## src/hdl/sblc_pkg.sv

```systemverilog
// sblc_pkg: shared types, constants and tables of the spectral bin loudness compressor
// no dependencies; imported by every sblc module and by the top level
package sblc_pkg;

  localparam int LAT_PWR  = 5;
  localparam int LAT_LOG  = 20;
  localparam int LAT_GAIN = 21;
  localparam int LAT_SCL  = 2;
  localparam int FRAC_BITS = 16;

  localparam logic [17:0] DB_PER_LOG2 = 18'd197283;
  localparam logic [21:0] EXP_PER_DB  = 22'd2786596;
  localparam logic [23:0] GAIN_MAX    = 24'hFFFFFF;
  localparam logic [23:0] GAIN_ONE    = 24'd65536;
  localparam logic [3:0]  FFT_LOG2_MIN = 4'd1;
  localparam logic [3:0]  FFT_LOG2_MAX = 4'd11;
  localparam logic [3:0]  FFT_LOG2_RST = 4'd8;
  localparam logic [29:0] FLOOR_RST    = 30'd107;

  typedef enum logic [3:0] {
    CFG_FFT_SIZE_LOG2 = 4'd0,
    CFG_POWER_FLOOR   = 4'd1
  } cfg_idx_t;

  typedef struct packed {
    logic valid;
    logic below;
  } pwr_ctl_t;

  // 2^(2^-i) in Q.30
  function automatic logic [30:0] pow2_frac(input int i);
    logic [30:0] t;
    case (i)
      1:  t = 31'd1518500250;
      2:  t = 31'd1276901417;
      3:  t = 31'd1170923762;
      4:  t = 31'd1121280436;
      5:  t = 31'd1097253708;
      6:  t = 31'd1085434106;
      7:  t = 31'd1079572136;
      8:  t = 31'd1076653034;
      9:  t = 31'd1075196442;
      10: t = 31'd1074468887;
      11: t = 31'd1074105294;
      12: t = 31'd1073923544;
      13: t = 31'd1073832680;
      14: t = 31'd1073787251;
      15: t = 31'd1073764537;
      16: t = 31'd1073753180;
      default: t = 31'd1073741824;
    endcase
    return t;
  endfunction

endpackage

```

## src/hdl/sblc_power.sv

```systemverilog
// sblc_power: bin power (re^2+im^2) >> fft_size_log2 (clamped to 1..11) and floor compare, five stages
// depends on sblc_pkg
module sblc_power import sblc_pkg::*; #(
  parameter int CB = 32
) (
  input  logic                 clk,
  input  logic                 rst_n,
  input  logic                 in_valid,
  input  logic signed [CB-1:0] re,
  input  logic signed [CB-1:0] im,
  input  logic [3:0]           fft_log2,
  input  logic [29:0]          power_floor,
  output pwr_ctl_t             ctl,
  output logic [2*CB-1:0]      pwr
);
  localparam int HB = (CB + 1) / 2;
  localparam int LB = CB - HB;
  localparam int PW = 2 * CB;

  logic            v1_r, v2_r, v3_r, v4_r;
  logic [CB-1:0]   mr_r, mi_r, mr_nxt, mi_nxt;
  logic [2*HB-1:0] rll_r, ill_r;
  logic [HB+LB-1:0] rlh_r, ilh_r;
  logic [2*LB-1:0] rhh_r, ihh_r;
  logic [PW-1:0]   sqr_r, sqi_r, sqr_nxt, sqi_nxt;
  logic [PW-1:0]   p4_r, p4_nxt, pwr_r;
  logic [3:0]      shc;
  pwr_ctl_t        ctl_r;

  assign mr_nxt = re[CB-1] ? (~$unsigned(re) + CB'(1)) : $unsigned(re);
  assign mi_nxt = im[CB-1] ? (~$unsigned(im) + CB'(1)) : $unsigned(im);

  assign sqr_nxt = (PW'(rhh_r) << (2 * HB)) + (PW'(rlh_r) << (HB + 1)) + PW'(rll_r);
  assign sqi_nxt = (PW'(ihh_r) << (2 * HB)) + (PW'(ilh_r) << (HB + 1)) + PW'(ill_r);

  always_comb begin
    if (fft_log2 < FFT_LOG2_MIN) shc = FFT_LOG2_MIN;
    else if (fft_log2 > FFT_LOG2_MAX) shc = FFT_LOG2_MAX;
    else shc = fft_log2;
  end

  assign p4_nxt = (sqr_r + sqi_r) >> shc;

  always_ff @(posedge clk) begin
    if (!rst_n) begin
      v1_r <= 1'b0;
      v2_r <= 1'b0;
      v3_r <= 1'b0;
      v4_r <= 1'b0;
      ctl_r <= '0;
    end else begin
      v1_r <= in_valid;
      v2_r <= v1_r;
      v3_r <= v2_r;
      v4_r <= v3_r;
      ctl_r.valid <= v4_r;
      ctl_r.below <= (p4_r <= PW'(power_floor));
    end
  end

  always_ff @(posedge clk) begin
    mr_r  <= mr_nxt;
    mi_r  <= mi_nxt;
    rll_r <= (2*HB)'(mr_r[HB-1:0]) * (2*HB)'(mr_r[HB-1:0]);
    rlh_r <= (HB+LB)'(mr_r[HB-1:0]) * (HB+LB)'(mr_r[CB-1:HB]);
    rhh_r <= (2*LB)'(mr_r[CB-1:HB]) * (2*LB)'(mr_r[CB-1:HB]);
    ill_r <= (2*HB)'(mi_r[HB-1:0]) * (2*HB)'(mi_r[HB-1:0]);
    ilh_r <= (HB+LB)'(mi_r[HB-1:0]) * (HB+LB)'(mi_r[CB-1:HB]);
    ihh_r <= (2*LB)'(mi_r[CB-1:HB]) * (2*LB)'(mi_r[CB-1:HB]);
    sqr_r <= sqr_nxt;
    sqi_r <= sqi_nxt;
    p4_r  <= p4_nxt;
    pwr_r <= p4_r;
  end

  assign ctl = ctl_r;
  assign pwr = pwr_r;

endmodule

```

## config.mk

```make
export PLATFORM = sky130hd
export DESIGN_NAME = sblc_power
export DESIGN_NICKNAME = d
export VERILOG_FILES = /design/src/hdl/sblc_pkg.sv /design/src/hdl/sblc_power.sv
export SDC_FILE = /design/constraint.sdc
export NUM_CORES = 2
export LEC_CHECK = 0
export ABC_AREA = 1
export BUFFER_PORTS_ARGS = -buffer_cell sky130_fd_sc_hd__buf_2
export CAP_MARGIN = 20
export CORE_ASPECT_RATIO = 1.75
export CORE_MARGIN = 2
export CORE_UTILIZATION = 50
export DETAILED_ROUTE_END_ITERATION = 8
export PLACE_DENSITY = 0.66
export SETUP_SLACK_MARGIN = 0.1
export SYNTH_ARGS = -nofsm -noshare
export SYNTH_HDL_FRONTEND = slang
export SYNTH_SLANG_ARGS = --single-unit
```

## constraint.sdc

```tcl
create_clock -name clk -period 12.1 [get_ports clk]
set_input_delay 1.21 -clock clk [delete_from_list [all_inputs] [get_ports clk]]
set_output_delay 1.21 -clock clk [all_outputs]
set_load 0.02 [all_outputs]
```

==> results.yml <==
floorplan:
  core_area_mm2: 0.144
  die_w_um: 291
  fp.dieH_um: 507
  pin_count: 167
  start_util_pct: 50.3
  die_area_mm2: 0.148
  num_rows: 184
cts:
  cts_resized: 0
  clk_pin_slew_ps: 70
  numCtsBuffers: 51
  clock_latency_ps: 660
  cts_setup_buffers: 0
  root_buffer: "clkbuf_16"
  cts.sinks: 512
  cts_tree: "done"
  htreeDepth: 2
  cts_hold_buf: 0
  clk_path_buf_depth: 3
global_route:
  grt_pass1_wl_mm: 334
  antenna_found_initial: 2
  grt_use_total_pct: 28.6
  grt_max_degree: 71
  grt_pass1_vias: 64590
  overflow: 0
route:
  wl_per_cell_um: 18.1
  wirelength_mm: 206
  first_pass_iters: 6
  drt_iter0_markers: 3256
  vias_per_cell: 5.22
  antenna_left: 0
  route.detailed.drc: 0
  num_vias: 59435
critical_path:
  cp_data_required_time_ps: 12650
  path_max_fanout: 19
  worst-setup-path-type: "flop to flop"
  path_cells: "buf_4 -> nand2_1 -> fa_1 -> fa_1 -> fa_1 -> fa_1 -> inv_1 -> fa_1 -> inv_1 -> fa_1 -> inv_1 -> ha_1 -> a21oi_1 -> o21a_1 -> nand3_1 -> a21oi_1 -> inv_1 -> a21oi_1 -> inv_1 -> nand3_1 -> nand2_1 -> xor2_1"
  worstPathArrival_ps: 6990
  critPathCaptureType: "flop"
  slowest_delay_ps: 990
  cpMostUsedCell: "fa_1"
  critPathSlowestCell: "dfxtp_1"
  worst_setup_path_start_kind: "flop"
timing:
  slew_violations: 0
  setup_viol: 0
  setup_tns_ps: 0
  tightest_slew_ps: 1020
  hold_violations: 0
  slew_headroom_pct: 32.0
  clock_skew_ps: 69.5
  fmax_mhz: 155
  finalCritPeriodShare_pct: 53.3
  rsz0062_at_grt: "no"
  min_period_ps: 6440
logic_synthesis:
  synth_area_mm2: 0.0723
  netlist_top_cells_area: "fa_1 29%, dfxtp_1 14%, ha_1 13%"
  synth_seq_cells: 512
  yosys_warnings: 0
  async_reset_ff_share_pct: 0
  synth_top_area_share_pct: 28.8
  synth.avg_cell_area_um2: 7.64
  synthDistinctLibCells: 66
  synth_edf_count: 0
  ys.flop_type: "dfxtp_1"
  synthCells: 9461
  yosysTopAreaCell: "fa_1"
  synth_fp_nets: 11370
  ys_seq_area_share_pct: 14.2
final_layout:
  fin_cells: 11392
  drive_gt1_share_pct: 4.53
  syn_to_final_growth_pct: 6.14
  nets: 11397
  final_design_area_no_fill_mm2: 0.0767
min_path:
  min_path_type: "flop to flop"
place:
  dp_cells: 11295
  post_dp_cell_area_mm2: 0.0749
  globalplace.congestion: 1.01
  dpl.hpwl_mm: 169
  io_buffers: 166
job:
  drv_cap: 0
status:
  status: "finished, final reports clean"
[per-stage QoR]
stage / util (%) / hold WS (ps) / setup WS (ps)
after floorplan: - / 310 / 6410
after global placement: 52.2 / 312 / 5730
after detailed placement: 52.2 / 312 / 5720
after CTS: 53.4 / 292 / 5720
after global routing: 53.4 / 305 / 5240
final: 53.4 / 306 / 5660
[worst max-delay path, delay by kind of cell, from the launching register on]
family / cells / cell delay, ps
adders and majority gates: 7 / 3300
DFF: 1 / 990
AOI/OAI and AO/OA: 4 / 840
buffers and inverters: 6 / 690
and+or+nand+nor: 4 / 380
xor gates and xnor gates: 1 / 130
[synth_stat cells, types with 20 or more instances]
master,instances
dfxtp_1,512
o21a_1,25
buf_2,20
nor3_1,53
nor2_1,402
ha_1,769
o21ai_0,175
nand2_1,2099
nand3_1,535
a21o_1,22
nor4_1,30
a21oi_1,348
o21bai_1,34
xor2_1,241
nand4_1,56
a31oi_1,37
inv_1,2472
fa_1,1039
xnor2_1,139
clkbuf_1,222
[layout by cell type (no fill, tap or decap), drive strengths merged, types with 5 or more instances in the layout]
master,n
o21ai,207
o31ai,6
a21boi,13
inv,2485
and2,7
nand4,57
a31o,5
clkbuf,62
clkinv,17
xor2,241
a21oi,351
nor3,63
nand3b,16
o21bai,36
nand2,2108
nor4,30
o211ai,18
xnor2,139
nand3,545
ha,769
and3,5
buf,228
fa,1039
o21a,25
or2,19
a21o,22
mux2i,8
clkinvlp,8
a31oi,37
nor2,418
dfxtp,512
[final cells by class]
class                           count  area, µm²
Antenna cell                        3       7.51
Clock inverter                     32        359
Fill cell                       13955      67000
Timing Repair Buffer              228       1300
Inverter                         2481       9310
Multi-Input combinational cell   6214      51700
Clock buffer                       62       1400
Sequential cell                   512      10300
Tap cell                         1860       2330
[sequential cells by signal, indices dropped and copies added, names as in the netlist]
signal and cells:
sqr_r 63, pwr 64, mi_r 32, rhh_r 31, v4_r 1, rll_r 31
v1_r 1, ihh_r 31, p4_r 64, v2_r 1, ilh_r 32, ctl 2
rlh_r 32, ill_r 31, v3_r 1, sqi_r 63, mr_r 32
[worst paths after layout]
kind / cells past startpoint / slack, ps / endpoint / from
setup / recovery: 22 / 5660 / ilh_r[28] / mi_r[4]
hold / removal: 0 / 310 / sqr_r[12] / rll_r[12]
setup reg to reg: 22 / 5660 / ilh_r[28] / mi_r[4]
hold reg to reg: 0 / 310 / sqr_r[12] / rll_r[12]
[cells by family after synthesis]
group | after synthesis | synth area share [%]
buf+inv | 2735 | 14.3
flops | 512 | 14.2
compound gates | 744 | 5.92
mux | 8 | 0.111
xor+xnor | 380 | 4.61
fa+ha+maj | 1808 | 42.1
other cells | 1 | 0.00519
simple gates | 3273 | 18.8
[metal layers]
metal | track usage (%) | vias up | wire length (µm)
li1 | - | 28363 | -
met1 | 29.5 | 28918 | 73200
met2 | 55.7 | 1578 | 111000
met3 | 2.42 | 576 | 7320
met4 | 16.9 | 0 | 14000
met5 | 0.0650 | - | 0
Power is not shown: default switching activity piles up to over one toggle a cycle in this logic, so the estimate is an artifact.
